**src/rtl/ox_pkg.sv**
```systemverilog
package ox_pkg;

	localparam int CITY_W    = 6;
	localparam int CFG_W     = 7;
	localparam int APB_DW    = 32;
	localparam int APB_AW    = 3;
	localparam int REG_IDX_W = 1;
	localparam int NUM_CODES = 1 << CITY_W;

	localparam logic [CFG_W-1:0]     NUM_CITIES_RST = 7'd64;
	localparam logic [REG_IDX_W-1:0] REG_NUM_CITIES = 1'b0;

	typedef struct packed {
		logic load;
		logic xo_init;
		logic copy;
		logic fill_init;
		logic fill;
		logic emit_init;
		logic emit;
	} cmd_t;

	typedef struct packed {
		logic run_end;
		logic copy_last;
		logic fill_last;
		logic emit_last;
	} sts_t;

endpackage

```
**src/rtl/ox_ram.sv**
```systemverilog
module ox_ram #(
	parameter int WIDTH = 6,
	parameter int DEPTH = 64,
	localparam int AW = (DEPTH > 1) ? $clog2(DEPTH) : 1
) (
	input  logic             clk,
	input  logic             we,
	input  logic [AW-1:0]    waddr,
	input  logic [WIDTH-1:0] wdata,
	input  logic [AW-1:0]    raddr,
	output logic [WIDTH-1:0] rdata
);

	logic [WIDTH-1:0] mem_q [DEPTH];
	logic [WIDTH-1:0] rdata_q;

	always_ff @(posedge clk) begin
		if (we) begin
			mem_q[waddr] <= wdata;
		end
		rdata_q <= mem_q[raddr];
	end

	assign rdata = rdata_q;

endmodule

```
**src/rtl/ox_ctrl.sv**
```systemverilog
module ox_ctrl
	import ox_pkg::*;
(
	input  logic clk,
	input  logic arst_n,
	input  logic start,
	input  sts_t sts,
	output cmd_t cmd,
	output logic busy
);

	typedef enum logic [4:0] {
		S_IDLE   = 5'b00001,
		S_COPY   = 5'b00010,
		S_FILL   = 5'b00100,
		S_SETTLE = 5'b01000,
		S_EMIT   = 5'b10000
	} state_t;

	state_t state_q, state_d;

	always_comb begin
		state_d = state_q;
		cmd     = '0;
		unique case (state_q)
			S_IDLE: begin
				cmd.load = start;
				if (start && sts.run_end) begin
					cmd.xo_init = 1'b1;
					state_d     = S_COPY;
				end
			end
			S_COPY: begin
				cmd.copy = 1'b1;
				if (sts.copy_last) begin
					cmd.fill_init = 1'b1;
					state_d       = S_FILL;
				end
			end
			S_FILL: begin
				cmd.fill = 1'b1;
				if (sts.fill_last) begin
					state_d = S_SETTLE;
				end
			end
			S_SETTLE: begin
				// let the last fill write land before reading the child back
				cmd.emit_init = 1'b1;
				state_d       = S_EMIT;
			end
			S_EMIT: begin
				cmd.emit = 1'b1;
				if (sts.emit_last) begin
					state_d = S_IDLE;
				end
			end
			default: state_d = S_IDLE;
		endcase
	end

	always_ff @(posedge clk or negedge arst_n) begin
		if (!arst_n) begin
			state_q <= S_IDLE;
		end else begin
			state_q <= state_d;
		end
	end

	assign busy = (state_q != S_IDLE);

endmodule

```
**src/rtl/ox_dp.sv**
```systemverilog
module ox_dp
	import ox_pkg::*;
#(
	parameter int MAX_CITIES = 64,
	localparam int AW = $clog2(MAX_CITIES),
	localparam int CNT_W = $clog2(MAX_CITIES + 1)
) (
	input  logic              clk,
	input  logic              arst_n,
	input  cmd_t              cmd,
	output sts_t              sts,
	input  logic [CNT_W-1:0]  n,
	input  logic [CITY_W-1:0] parent_a_city,
	input  logic [CITY_W-1:0] parent_b_city,
	input  logic [CITY_W-1:0] cut_a,
	input  logic [CITY_W-1:0] cut_b,
	output logic [CITY_W-1:0] child_city,
	output logic              last,
	output logic              valid
);

	logic [CNT_W-1:0]      load_cnt_q;
	logic [AW-1:0]         cut_lo_q, cut_hi_q;
	logic [AW-1:0]         idx_q, curr_q;
	logic [CNT_W-1:0]      step_q, placed_q;
	logic [NUM_CODES-1:0]  visited_q;
	logic [MAX_CITIES-1:0] cvalid_q;
	logic                  copy_s1, fill_s1, emit_s1;
	logic                  last_s1, cvld_s1;
	logic [AW-1:0]         widx_s1;
	logic                  valid_q, last_q;
	logic [CITY_W-1:0]     child_q;

	logic [CNT_W-1:0]  n_m1, load_nxt, need, hi_p1;
	logic [AW-1:0]     in_a, in_b, seg_lo, seg_hi, fill_start, idx_inc, curr_inc;
	logic [CITY_W-1:0] a_rd, b_rd, c_rd;
	logic              take;
	logic              c_we;
	logic [AW-1:0]     c_waddr;
	logic [CITY_W-1:0] c_wdata;

	function automatic logic [AW-1:0] sat_cut(input logic [CITY_W-1:0] c,
	                                          input logic [CNT_W-1:0] lim);
		if (CFG_W'(c) > CFG_W'(lim)) begin
			return AW'(lim);
		end
		return AW'(c);
	endfunction

	assign n_m1     = n - CNT_W'(1);
	assign load_nxt = load_cnt_q + CNT_W'(1);

	assign in_a   = sat_cut(cut_a, n_m1);
	assign in_b   = sat_cut(cut_b, n_m1);
	// count may have shrunk since the cuts were taken
	assign seg_lo = sat_cut(CITY_W'(cut_lo_q), n_m1);
	assign seg_hi = sat_cut(CITY_W'(cut_hi_q), n_m1);

	assign need       = n - CNT_W'(seg_hi - seg_lo) - CNT_W'(1);
	assign hi_p1      = CNT_W'(seg_hi) + CNT_W'(1);
	assign fill_start = (hi_p1 == n) ? '0 : AW'(hi_p1);
	assign idx_inc    = (CNT_W'(idx_q) + CNT_W'(1) == n) ? '0 : idx_q + AW'(1);
	assign curr_inc   = (CNT_W'(curr_q) + CNT_W'(1) == n) ? '0 : curr_q + AW'(1);

	assign sts.run_end   = (load_nxt >= n);
	assign sts.copy_last = (idx_q == seg_hi);
	assign sts.fill_last = (step_q == n_m1);
	assign sts.emit_last = (CNT_W'(idx_q) == n_m1);

	assign take = fill_s1 && !visited_q[b_rd] && (placed_q < need);

	assign c_we    = copy_s1 || take;
	assign c_waddr = copy_s1 ? widx_s1 : curr_q;
	assign c_wdata = copy_s1 ? a_rd : b_rd;

	ox_ram #(.WIDTH(CITY_W), .DEPTH(MAX_CITIES)) u_ram_a (
		.clk   (clk),
		.we    (cmd.load),
		.waddr (AW'(load_cnt_q)),
		.wdata (parent_a_city),
		.raddr (idx_q),
		.rdata (a_rd)
	);

	ox_ram #(.WIDTH(CITY_W), .DEPTH(MAX_CITIES)) u_ram_b (
		.clk   (clk),
		.we    (cmd.load),
		.waddr (AW'(load_cnt_q)),
		.wdata (parent_b_city),
		.raddr (idx_q),
		.rdata (b_rd)
	);

	ox_ram #(.WIDTH(CITY_W), .DEPTH(MAX_CITIES)) u_ram_c (
		.clk   (clk),
		.we    (c_we),
		.waddr (c_waddr),
		.wdata (c_wdata),
		.raddr (idx_q),
		.rdata (c_rd)
	);

	always_ff @(posedge clk or negedge arst_n) begin
		if (!arst_n) begin
			load_cnt_q <= '0;
			cut_lo_q   <= '0;
			cut_hi_q   <= '0;
			idx_q      <= '0;
			curr_q     <= '0;
			step_q     <= '0;
			placed_q   <= '0;
			visited_q  <= '0;
			cvalid_q   <= '0;
			copy_s1    <= 1'b0;
			fill_s1    <= 1'b0;
			emit_s1    <= 1'b0;
			valid_q    <= 1'b0;
			last_q     <= 1'b0;
		end else begin
			if (cmd.load) begin
				load_cnt_q <= sts.run_end ? '0 : load_nxt;
				if (load_cnt_q == '0) begin
					cut_lo_q <= (in_a <= in_b) ? in_a : in_b;
					cut_hi_q <= (in_a <= in_b) ? in_b : in_a;
				end
			end
			if (cmd.xo_init) begin
				idx_q     <= seg_lo;
				visited_q <= '0;
				cvalid_q  <= '0;
			end
			if (cmd.copy) begin
				idx_q <= idx_q + AW'(1);
			end
			if (cmd.fill_init) begin
				idx_q    <= fill_start;
				curr_q   <= fill_start;
				step_q   <= '0;
				placed_q <= '0;
			end
			if (cmd.fill) begin
				idx_q  <= idx_inc;
				step_q <= step_q + CNT_W'(1);
			end
			if (cmd.emit_init) begin
				idx_q <= '0;
			end
			if (cmd.emit) begin
				idx_q <= idx_q + AW'(1);
			end

			// stage 1: memory data is back
			if (copy_s1) begin
				cvalid_q[widx_s1] <= 1'b1;
				visited_q[a_rd]   <= 1'b1;
			end
			if (take) begin
				cvalid_q[curr_q] <= 1'b1;
				curr_q           <= curr_inc;
				placed_q         <= placed_q + CNT_W'(1);
			end

			copy_s1 <= cmd.copy;
			fill_s1 <= cmd.fill;
			emit_s1 <= cmd.emit;
			valid_q <= emit_s1;
			last_q  <= emit_s1 && last_s1;
		end
	end

	always_ff @(posedge clk) begin
		widx_s1 <= idx_q;
		last_s1 <= sts.emit_last;
		cvld_s1 <= cvalid_q[idx_q];
		// positions never filled read as city zero
		child_q <= cvld_s1 ? c_rd : '0;
	end

	assign child_city = child_q;
	assign last       = last_q;
	assign valid      = valid_q;

endmodule

```
**src/rtl/order_crossover_permutation.sv**
```systemverilog
// Order crossover (OX) of two city permutations.
// Input channel: an item is taken on a clock edge with start high and busy
// low. Item k of a run carries city k of parent A and of parent B; the
// first item of a run also carries the two cut points. Items load at one
// per cycle into the parent memories.
// The item that completes a run (num_cities items) raises busy. The block
// then walks the segment (one parent A read per cycle), walks parent B
// once, waits in a settle state so the last fill write lands, and reads
// the child back. Each phase is paced by the single read port of each
// memory. Results: num_cities cities, one per cycle on child_city with
// valid high, last high on the final one; the first comes after the settle
// state, through the emit stage and the valid register. The receiver cannot
// stall: every result is shown for exactly one cycle.
// Configuration: num_cities at byte address 0 over the APB port; write it
// only while no run is in progress.
// Reset clears the run state and sets num_cities to 64; the memories hold
// no reset value and need no clearing pass.
module order_crossover_permutation
	import ox_pkg::*;
#(
	parameter int MAX_CITIES = 64
) (
	input  logic              clk,
	input  logic              arst_n,
	input  logic              psel,
	input  logic              penable,
	input  logic              pwrite,
	input  logic [APB_AW-1:0] paddr,
	input  logic [APB_DW-1:0] pwdata,
	output logic [APB_DW-1:0] prdata,
	output logic              pready,
	input  logic              start,
	output logic              busy,
	input  logic [CITY_W-1:0] parent_a_city,
	input  logic [CITY_W-1:0] parent_b_city,
	input  logic [CITY_W-1:0] cut_a,
	input  logic [CITY_W-1:0] cut_b,
	output logic [CITY_W-1:0] child_city,
	output logic              last,
	output logic              valid
);

	localparam int CNT_W = $clog2(MAX_CITIES + 1);

	logic [CFG_W-1:0] num_cities_q;
	logic [CNT_W-1:0] n_eff;
	logic             reg_hit;
	cmd_t             cmd;
	sts_t             sts;

	assign pready  = 1'b1;
	assign reg_hit = (paddr[APB_AW-1:2] == REG_NUM_CITIES);
	assign prdata  = reg_hit ? APB_DW'(num_cities_q) : '0;

	always_ff @(posedge clk or negedge arst_n) begin
		if (!arst_n) begin
			num_cities_q <= NUM_CITIES_RST;
		end else if (psel && penable && pwrite && pready && reg_hit) begin
			num_cities_q <= pwdata[CFG_W-1:0];
		end
	end

	always_comb begin
		priority if (num_cities_q < CFG_W'(2)) begin
			n_eff = CNT_W'(2);
		end else if (num_cities_q > CFG_W'(MAX_CITIES)) begin
			n_eff = CNT_W'(MAX_CITIES);
		end else begin
			n_eff = CNT_W'(num_cities_q);
		end
	end

	ox_ctrl u_ctrl (
		.clk    (clk),
		.arst_n (arst_n),
		.start  (start),
		.sts    (sts),
		.cmd    (cmd),
		.busy   (busy)
	);

	ox_dp #(.MAX_CITIES(MAX_CITIES)) u_dp (
		.clk           (clk),
		.arst_n        (arst_n),
		.cmd           (cmd),
		.sts           (sts),
		.n             (n_eff),
		.parent_a_city (parent_a_city),
		.parent_b_city (parent_b_city),
		.cut_a         (cut_a),
		.cut_b         (cut_b),
		.child_city    (child_city),
		.last          (last),
		.valid         (valid)
	);

	a_busy_needs_item: assert property (@(posedge clk) disable iff (!arst_n)
		$rose(busy) |-> $past(start))
		else $error("busy rose without an accepted item");

	a_last_marks_result: assert property (@(posedge clk) disable iff (!arst_n)
		last |-> valid)
		else $error("last without a result");

	a_gap_after_last: assert property (@(posedge clk) disable iff (!arst_n)
		(valid && last) |=> !valid)
		else $error("result right after the final city");

	a_result_from_run: assert property (@(posedge clk) disable iff (!arst_n)
		valid |-> $past(busy, 2))
		else $error("result outside a crossover run");

endmodule
```
**config.mk**
```make
export PLATFORM = sky130hd
export DESIGN_NAME = order_crossover_permutation
export DESIGN_NICKNAME = d
export VERILOG_FILES = /design/src/rtl/ox_pkg.sv /design/src/rtl/ox_ram.sv /design/src/rtl/ox_ctrl.sv /design/src/rtl/ox_dp.sv /design/src/rtl/order_crossover_permutation.sv
export SDC_FILE = /design/constraint.sdc
export NUM_CORES = 2
export LEC_CHECK = 0
export ABC_AREA = 1
export ABC_CLOCK_PERIOD_IN_PS = 7900
export BUFFER_PORTS_ARGS = -buffer_cell sky130_fd_sc_hd__buf_2
export CORE_MARGIN = 2
export CORE_UTILIZATION = 63
export CTS_CLUSTER_DIAMETER = 150
export DETAILED_ROUTE_END_ITERATION = 10
export PLACE_DENSITY_LB_ADDON = 0.25
export SYNTH_ARGS = -nofsm -noshare
export SYNTH_HDL_FRONTEND = slang
export SYNTH_SLANG_ARGS = --single-unit
export TNS_END_PERCENT = 5
```
**constraint.sdc**
```tcl
create_clock -name clk -period 7.9 [get_ports clk]
set_clock_uncertainty 0.2 [all_clocks]
set_input_delay 0.79 -clock clk [delete_from_list [all_inputs] [get_ports clk]]
set_output_delay 0.79 -clock clk [all_outputs]
set_load 0.02 [all_outputs]
```
* Word-level counts from Yosys, hierarchy flattened
Memories as Yosys holds them, arrays and structs flattened. A register that Yosys moved wholly into a read port is not among the register bits.
Index checks and enable logic that the tools add are counted.
** Word-level totals
- Register bits after elaboration :: 204
- Memory bits (writable) :: 1152
- Output and inout port bits :: 42
- Memories kept :: 3
** Memories
- u_dp.u_ram_a.mem_q :: words 64, bits a word 6, rd ports 1, clocked after Yosys merged registers in 1, wr ports 1, line ox_ram.sv:14 : logic [WIDTH-1:0] mem_q [DEPTH];
- u_dp.u_ram_b.mem_q :: words 64, bits a word 6, rd ports 1, clocked after Yosys merged registers in 1, wr ports 1, line ox_ram.sv:14
- u_dp.u_ram_c.mem_q :: words 64, bits a word 6, rd ports 1, clocked after Yosys merged registers in 1, wr ports 1, line ox_ram.sv:14
** Operators by class
- $add $sub $neg :: 12
- Order comparisons :: 17
- Eq/ne operators :: 16
- Muxes and demuxes :: 65
- Bitwise logic cells :: 4
- Reductions and logical operators :: 18
** Operators by type and width (count)
- 64-bit 2-to-1 mux :: 5
- 64-bit OR :: 3
- 6-bit 2-to-1 mux :: 23
- 7-bit 2-to-1 mux :: 7
- 6-bit by 7-bit < comparator with 1-bit output (second input constant) :: 5
- 7-bit equality test :: 4
- 6-bit by 7-bit > comparator with 1-bit output :: 4
- 5-bit one-hot mux with 5 select lines :: 1
- 6-bit by 1-bit adder with 7-bit output (second input constant) :: 3
- 7-bit by 1-bit adder with 7-bit output (second input constant) :: 3
- 5-bit 2-to-1 mux :: 4
- 1-bit demux with 6-bit select :: 3
- 6-bit by 1-bit >= comparator with 1-bit output (second input constant) :: 3
- 1-bit 2-to-1 mux :: 18
- 7-bit by 1-bit subtractor with 7-bit output (second input constant) :: 2
- 6-bit by 1-bit adder with 6-bit output (second input constant) :: 2
- 1-bit binary-select mux with 6-bit select :: 2
- 1-bit logical AND :: 10
- 6-bit by 7-bit equality test with 1-bit output :: 1
- 7-bit >= comparator :: 1
- 7-bit > comparator (second input constant) :: 1
- 7-bit logical NOT :: 1
- 7-bit by 2-bit < comparator with 1-bit output (second input constant) :: 1
- 7-bit < comparator :: 1
- other kinds (20) :: 24

* Logic depth before layout (Yosys ltp)
- Depth after elaboration :: 15
- Gate-level depth with buffers :: 41
- Depth with buffers taken out :: 40

* Modules after synthesis
A second synthesis with hierarchy kept.
** Unflattened totals
- Cell total of the unflattened synthesis :: 5835
- Area total of the unflattened synthesis :: 60768.3 um2
** Modules (own cells, without submodules)
- ox_ram :: instances 3, cells an instance 1376, area an instance 15930.3 um2, seq. area each 11651.2 um2
- ox_dp :: instances 1, cells an instance 1571, area an instance 11994.0 um2, seq. area each 4734.5 um2
- order_crossover_permutation :: instances 1, cells an instance 88, area an instance 656.9 um2, seq. area each 176.4 um2
- ox_ctrl :: instances 1, cells an instance 48, area an instance 326.6 um2, seq. area each 126.4 um2

* Least setup slack after synthesis
Ideal clock, no wire load.
- Kind :: register -> register
- Start point :: register num_cities_q[6]
- End point :: memory u_dp.u_ram_c.mem_q[0][0] (enable)
- Setup time :: 350 ps
- Arrival time :: 6260 ps
- Slack :: 1090 ps
- Cell stages (with the launch flop) :: 39
- Path through :: dfstp_2 > buf_6 > inv_8 > nand2_1 > inv_1 > nand2_2 > ha_1 > xor2_1 > ha_1 > a21oi_1 > o21ai_0 > nand2_1 > inv_1 > nand2_1 > nand3_1 > nand2_2 > nand3_4 > nand2_8 > (+3 left out) > fa_1 > ha_1 > inv_1 > fa_1 > ha_1 > nand2_1 > a21oi_1 > a211oi_1 > o21bai_1 > a21oi_1 > nor2_1 > o21ai_0 > and3b_1 > nand2_1 > nand2_1 > buf_2 > nand4_1 > nor2_1
** On the way
- Word-level cells in the longest chain between the ends :: 15
** RTL lines
- start: declaration :: line order_crossover_permutation.sv:45 : logic [CFG_W-1:0] num_cities_q;
- start signal: assignment :: line order_crossover_permutation.sv:59 : num_cities_q <= pwdata[CFG_W-1:0];
- 7-bit > comparator :: line order_crossover_permutation.sv:66 : end else if (num_cities_q > CFG_W'(MAX_CITIES)) begin
- 7-bit 2-to-1 mux :: line order_crossover_permutation.sv:66
- 7-bit 2-to-1 mux * :: line order_crossover_permutation.sv:64 : priority if (num_cities_q < CFG_W'(2)) begin
- 7-bit by 1-bit subtractor with 7-bit output :: line ox_dp.sv:50 : assign n_m1 = n - CNT_W'(1);
- 6-bit by 7-bit > comparator with 1-bit output :: line ox_dp.sv:44 : if (CFG_W'(c) > CFG_W'(lim)) begin
- 1-bit 2-to-1 mux :: line ox_dp.sv:44
- 6-bit 2-to-1 mux :: line ox_dp.sv:47 : return AW'(c);
- 6-bit by 6-bit subtractor with 7-bit output :: line ox_dp.sv:59 : assign need = n - CNT_W'(seg_hi - seg_lo) - CNT_W'(1);
- 7-bit subtractor * :: line ox_dp.sv:59
- 7-bit by 1-bit subtractor with 7-bit output * :: line ox_dp.sv:59
- 7-bit < comparator * :: line ox_dp.sv:70 : assign take = fill_s1 && !visited_q[b_rd] && (placed_q < need);
- 1-bit logical AND * :: line ox_dp.sv:70
- 1-bit logical OR * :: line ox_dp.sv:72 : assign c_we = copy_s1 || take;
- 1-bit 2-to-1 mux * :: line ox_ram.sv:18 : if (we) begin
- 1-bit 2-to-1 mux (implied by the code) * :: line ox_ram.sv:19 : mem_q[waddr] <= wdata;
- end: declaration :: line ox_ram.sv:14
Mark *: on every way between the ends. The rest lies on a longest branch, timed or not. The select of a mux whose other input is x is not followed.

* Worst setup path in the final report
- Start point :: register num_cities_q[6]
- End point :: memory u_dp.u_ram_c.mem_q[42][3] (enable)
Same word-level chain as after synthesis.

==> flow_summary.yaml <==
status:
  result_of_the_run: "completed"
finish:
  sequential_cell_area_um2: 40000
  drive_above_1_share_pct: 8.14
  multi_input_comb_area_um2: 16500
  area_growth_syn_to_layout_pct: 9.73
  fillerInstances: 6202
  design.final.nets: 5238
  fraction_of_the_core_area_covered_by_cells_at_the_end_of_the_flow_pct: 69.9
timing:
  maxClockFrequency_ghz: 0.134
  worst_slew_margin_rel_pct: 12.2
  worst-slew-pin-transition_ns: 1.31
  timing.hold.ws_ns: 0.122
  min_period_ns: 7.49
  fin_tns_setup_ns: 0
  final_max_slew_viol_count: 0
  setup_viol: 0
  report.final.hold_viol_count: 0
  grt_setup_unrepaired: "true"
  final_min_period_over_clock_period_pct: 94.8
clock_tree:
  clk-insertion-delay-late_ns: 0.76
  path_clk_slew_ns: 0.06
  ctsHtreeMaxLevel: 4
  cts-buffers-inserted: 139
  clock_sink_count: 1374
  ctsLongestPathBuffers: 3
  tritoncts: "done"
  cts-root-buf: "clkbuf_16"
global_route:
  global_route.overflow_total: 0
  global_route_usage_over_all_layers_pct: 32.6
  first_global_vias: 39900
  global_route_wire_length_before_repair_um: 235000
  antenna_violations_before_repair: 1
  grt_start_max_net_pins: 199
yosys:
  synth_top_family_by_area: "compound AO/OA/AOI/OAI gates"
  synthesis.area_um2: 58500
  synth_compound_area_share_pct: 15.6
  synth_area_per_cell_um2: 11.3
  yosys_register_bits: 1374
  synth.yosys.warnings: 0
  synth_simple_gate_area_share_pct: 10.6
  xor_xnor_fraction_of_synth_area_pct: 0.509
  netlist_instances: 5177
  synth_fa_ha_area_share_pct: 1.19
  netlist-cell-type-count: 59
  synth_edf_count: 1152
  synth.yosys.seq_area_share_pct: 68.3
  synth_ff_type: "edfxtp_1"
  yosys-mux-area-fraction_pct: 0
  ys_async_sr_fraction_pct: 13.8
critical_path:
  critical_path.slowest_cell: "dfstp_2"
  worstSetupEndpointType: "flop"
  path_common_cell: "nand2_1"
  timing_worst_setup_path_type: "flop to flop"
  timing.critical_path.slowest_cell_delay_ns: 0.60
  number_of_cells_on_the_worst_reg_to_reg_path: 37
  path_max_fanout: 11
  worstSetupStartpointType: "flop"
  required_ns: 8.08
  rrSetupSlack_ns: 0.41
  critPathArrivalTime_ns: 7.66
drt:
  drtPass1Iterations: 8
  wl_met3_um: 19200
  met2RoutedLength_um: 70500
  drc: 0
  routedWlPerCell_um: 24.0
  dr.max_layer_used: "met4"
  drt-vias-per-instance: 6.52
  met1_length_um: 59600
  drtAntennaViolNets: 0
  finalWirelength_um: 156000
  drtIter0Drc: 6476
  dr_total_vias: 42200
die:
  start_util_pct: 63.7
  num_rows: 111
  boundaryPins: 107
  die_w_um: 309
  floorplan.core_area_um2: 91800
  fp.dieArea_um2: 95300
  die_y_um: 309
placed_design:
  dp.final_hpwl_um: 88800
  number_of_port_buffers: 53
  routabilityCongestion: 0.930
power_and_ir_drop:
  power_leakage_uw: 0.0221
  ir_drop_v: 0.000425
  power.sequential.fraction_pct: 37.9
  internal_power_uw: 14900
  power_switching_uw: 9810
  share_clk_of_total_power_pct: 25.9
  combPwrFrac_pct: 36.2
  power.total_uw: 24700
  power_density_over_the_cells_nw_per_um2: 384
  p_sw_share_pct: 39.8
flow_run:
  cap_violations: 0
min_path:
  hold_path.class: "input port to flop"
  min_delay_path_depth: 3
[what timing repair did]
item / in CTS / in global routing
setup endpoints to repair: 0 / 384
buffers inserted: 0 / 2
gates resized for setup: 0 / 24
endpoints found under the hold margin: 2 / 0
hold buffers: 1 / 0
[routing by layer]
metal	vias to the layer above	GRT usage (%)
met5	-	0
met4	0	13.4
met3	454	7.75
met2	2828	49.0
met1	20300	46.4
li1	18600	-
[cell type report]
type,count,area share (%)
Timing Repair Buffer,125,1.39
Antenna cell,1,0.00390
Inverter,211,1.28
Sequential cell,1374,62.3
Multi-Input combinational cell,3270,25.7
Clock inverter,76,1.13
Tap cell,1243,2.42
Clock buffer,176,5.71
[synthesized netlist by cell type (20+ instances only)]
cell	n	area, um^2
nand3_1	73	365
nor3_1	24	120
inv_1	196	736
xor2_1	33	289
dfrtp_1	188	4700
ha_1	46	576
o21ai_0	985	4930
clkbuf_1	298	1120
dfxtp_1	32	641
nor2_1	1062	3990
a21oi_1	67	335
nand2_1	308	1160
buf_4	27	203
nand2_2	20	125
edfxtp_1	1152	34600
a22oi_1	58	435
o22ai_1	419	2620
[sequential cells by signal (all words and copies together), names as in the netlist, 5 cells and up]
name,count
u_dp.u_ram_c.rdata,6
u_dp.curr_q,6
u_dp.child_city,6
u_dp.u_ram_b.rdata,6
u_dp.placed_q,7
u_dp.cut_hi_q,6
u_dp.cut_lo_q,6
u_ctrl.state_q,5
num_cities_q,7
u_dp.widx_s1,6
u_dp.load_cnt_q,7
u_dp.step_q,7
u_dp.cvalid_q,64
u_dp.u_ram_b.mem_q,384
u_dp.u_ram_a.mem_q,384
u_dp.idx_q,6
u_dp.u_ram_a.rdata,6
u_dp.visited_q,64
u_dp.u_ram_c.mem_q,384
[worst paths after layout]
| path | end | startpoint |
|---|---|---|
| hold / removal | num_cities_q[2]$_DFFE_PN0P_ | pwdata[2] |
| max in group asynchronous | u_dp.last$_DFF_PN0_ | arst_n |
| hold reg to reg | u_dp.valid$_DFF_PN0_ | u_dp.emit_s1$_DFF_PN0_ |
| setup reg to reg | u_dp.u_ram_c.mem_q[42][3]$_DFFE_PP_ | num_cities_q[6]$_DFFE_PN1P_ |
| setup / recovery | u_dp.u_ram_c.mem_q[42][3]$_DFFE_PP_ | num_cities_q[6]$_DFFE_PN1P_ |
| min in group asynchronous | u_dp.step_q[4]$_DFFE_PN0P_ | arst_n |
[placed cells by master (no fill, tap or decap), types with 19 or more instances in the layout]
| master | instances |
|---|---|
| a22oi_1 | 58 |
| nor3_1 | 24 |
| xor2_1 | 33 |
| o22ai_1 | 419 |
| clkinv_2 | 19 |
| inv_1 | 195 |
| buf_2 | 52 |
| dfrtp_1 | 183 |
| nand3_1 | 73 |
| clkinv_1 | 29 |
| edfxtp_1 | 1152 |
| nor2_2 | 28 |
| nand2_2 | 21 |
| conb_1 | 26 |
| o21ai_0 | 979 |
| o32ai_1 | 19 |
| a21oi_1 | 66 |
| nand2_1 | 306 |
| clkbuf_1 | 33 |
| ha_1 | 46 |
| nor2_1 | 1040 |
| buf_4 | 65 |
| dfxtp_1 | 32 |
| clkbuf_16 | 140 |
[power groups by stage]
stage	Clock (uW)	Sequential [uW]	Combinational, uW
5_1_grt	6690	9390	9720
6_report	6400	9340	8930
4_1_cts	6430	9310	8690
3_3_place_gp	0	9430	8480
2_1_floorplan	0	9180	5830
3_5_place_dp	0	9450	8630
[metrics by stage]
| stage | cells | worst slack, ns | instance area (um^2) |
|---|---|---|---|
| detailed placement | 6220 | 0.192 | 59700 |
| CTS | 6473 | 0.168 | 64100 |
| finish | 6476 | 0.411 | 64200 |
| floorplan | 5201 | 1.09 | 58600 |
| global placement | 6220 | 0.337 | 59700 |
| global route | 6475 | -0.150 | 64200 |
[critical path, delay by kind of cell (launching register included)]
family | cells | cell delay, ns
adders and majority gates | 6 | 1.93
and+or+nand+nor | 17 | 2.83
DFF | 1 | 0.60
buffers and inverters | 6 | 0.56
xor gates and xnor gates | 1 | 0.16
AOI/OAI and AO/OA | 7 | 0.81
[cells by family (layout without fill, tap and decap cells)]
family                   count (synthesis)  in the layout
AO/OA/AOI/OAI                         1621           1621
AND/OR/NAND/NOR                       1537           1537
other                                    2             27
XOR/XNOR                                34             34
flip-flops                            1374           1374
adder cells (fa/ha/maj)                 52             52
buffers and inverters                  557            588
Note: power is estimated with default switching activity, not from simulation.
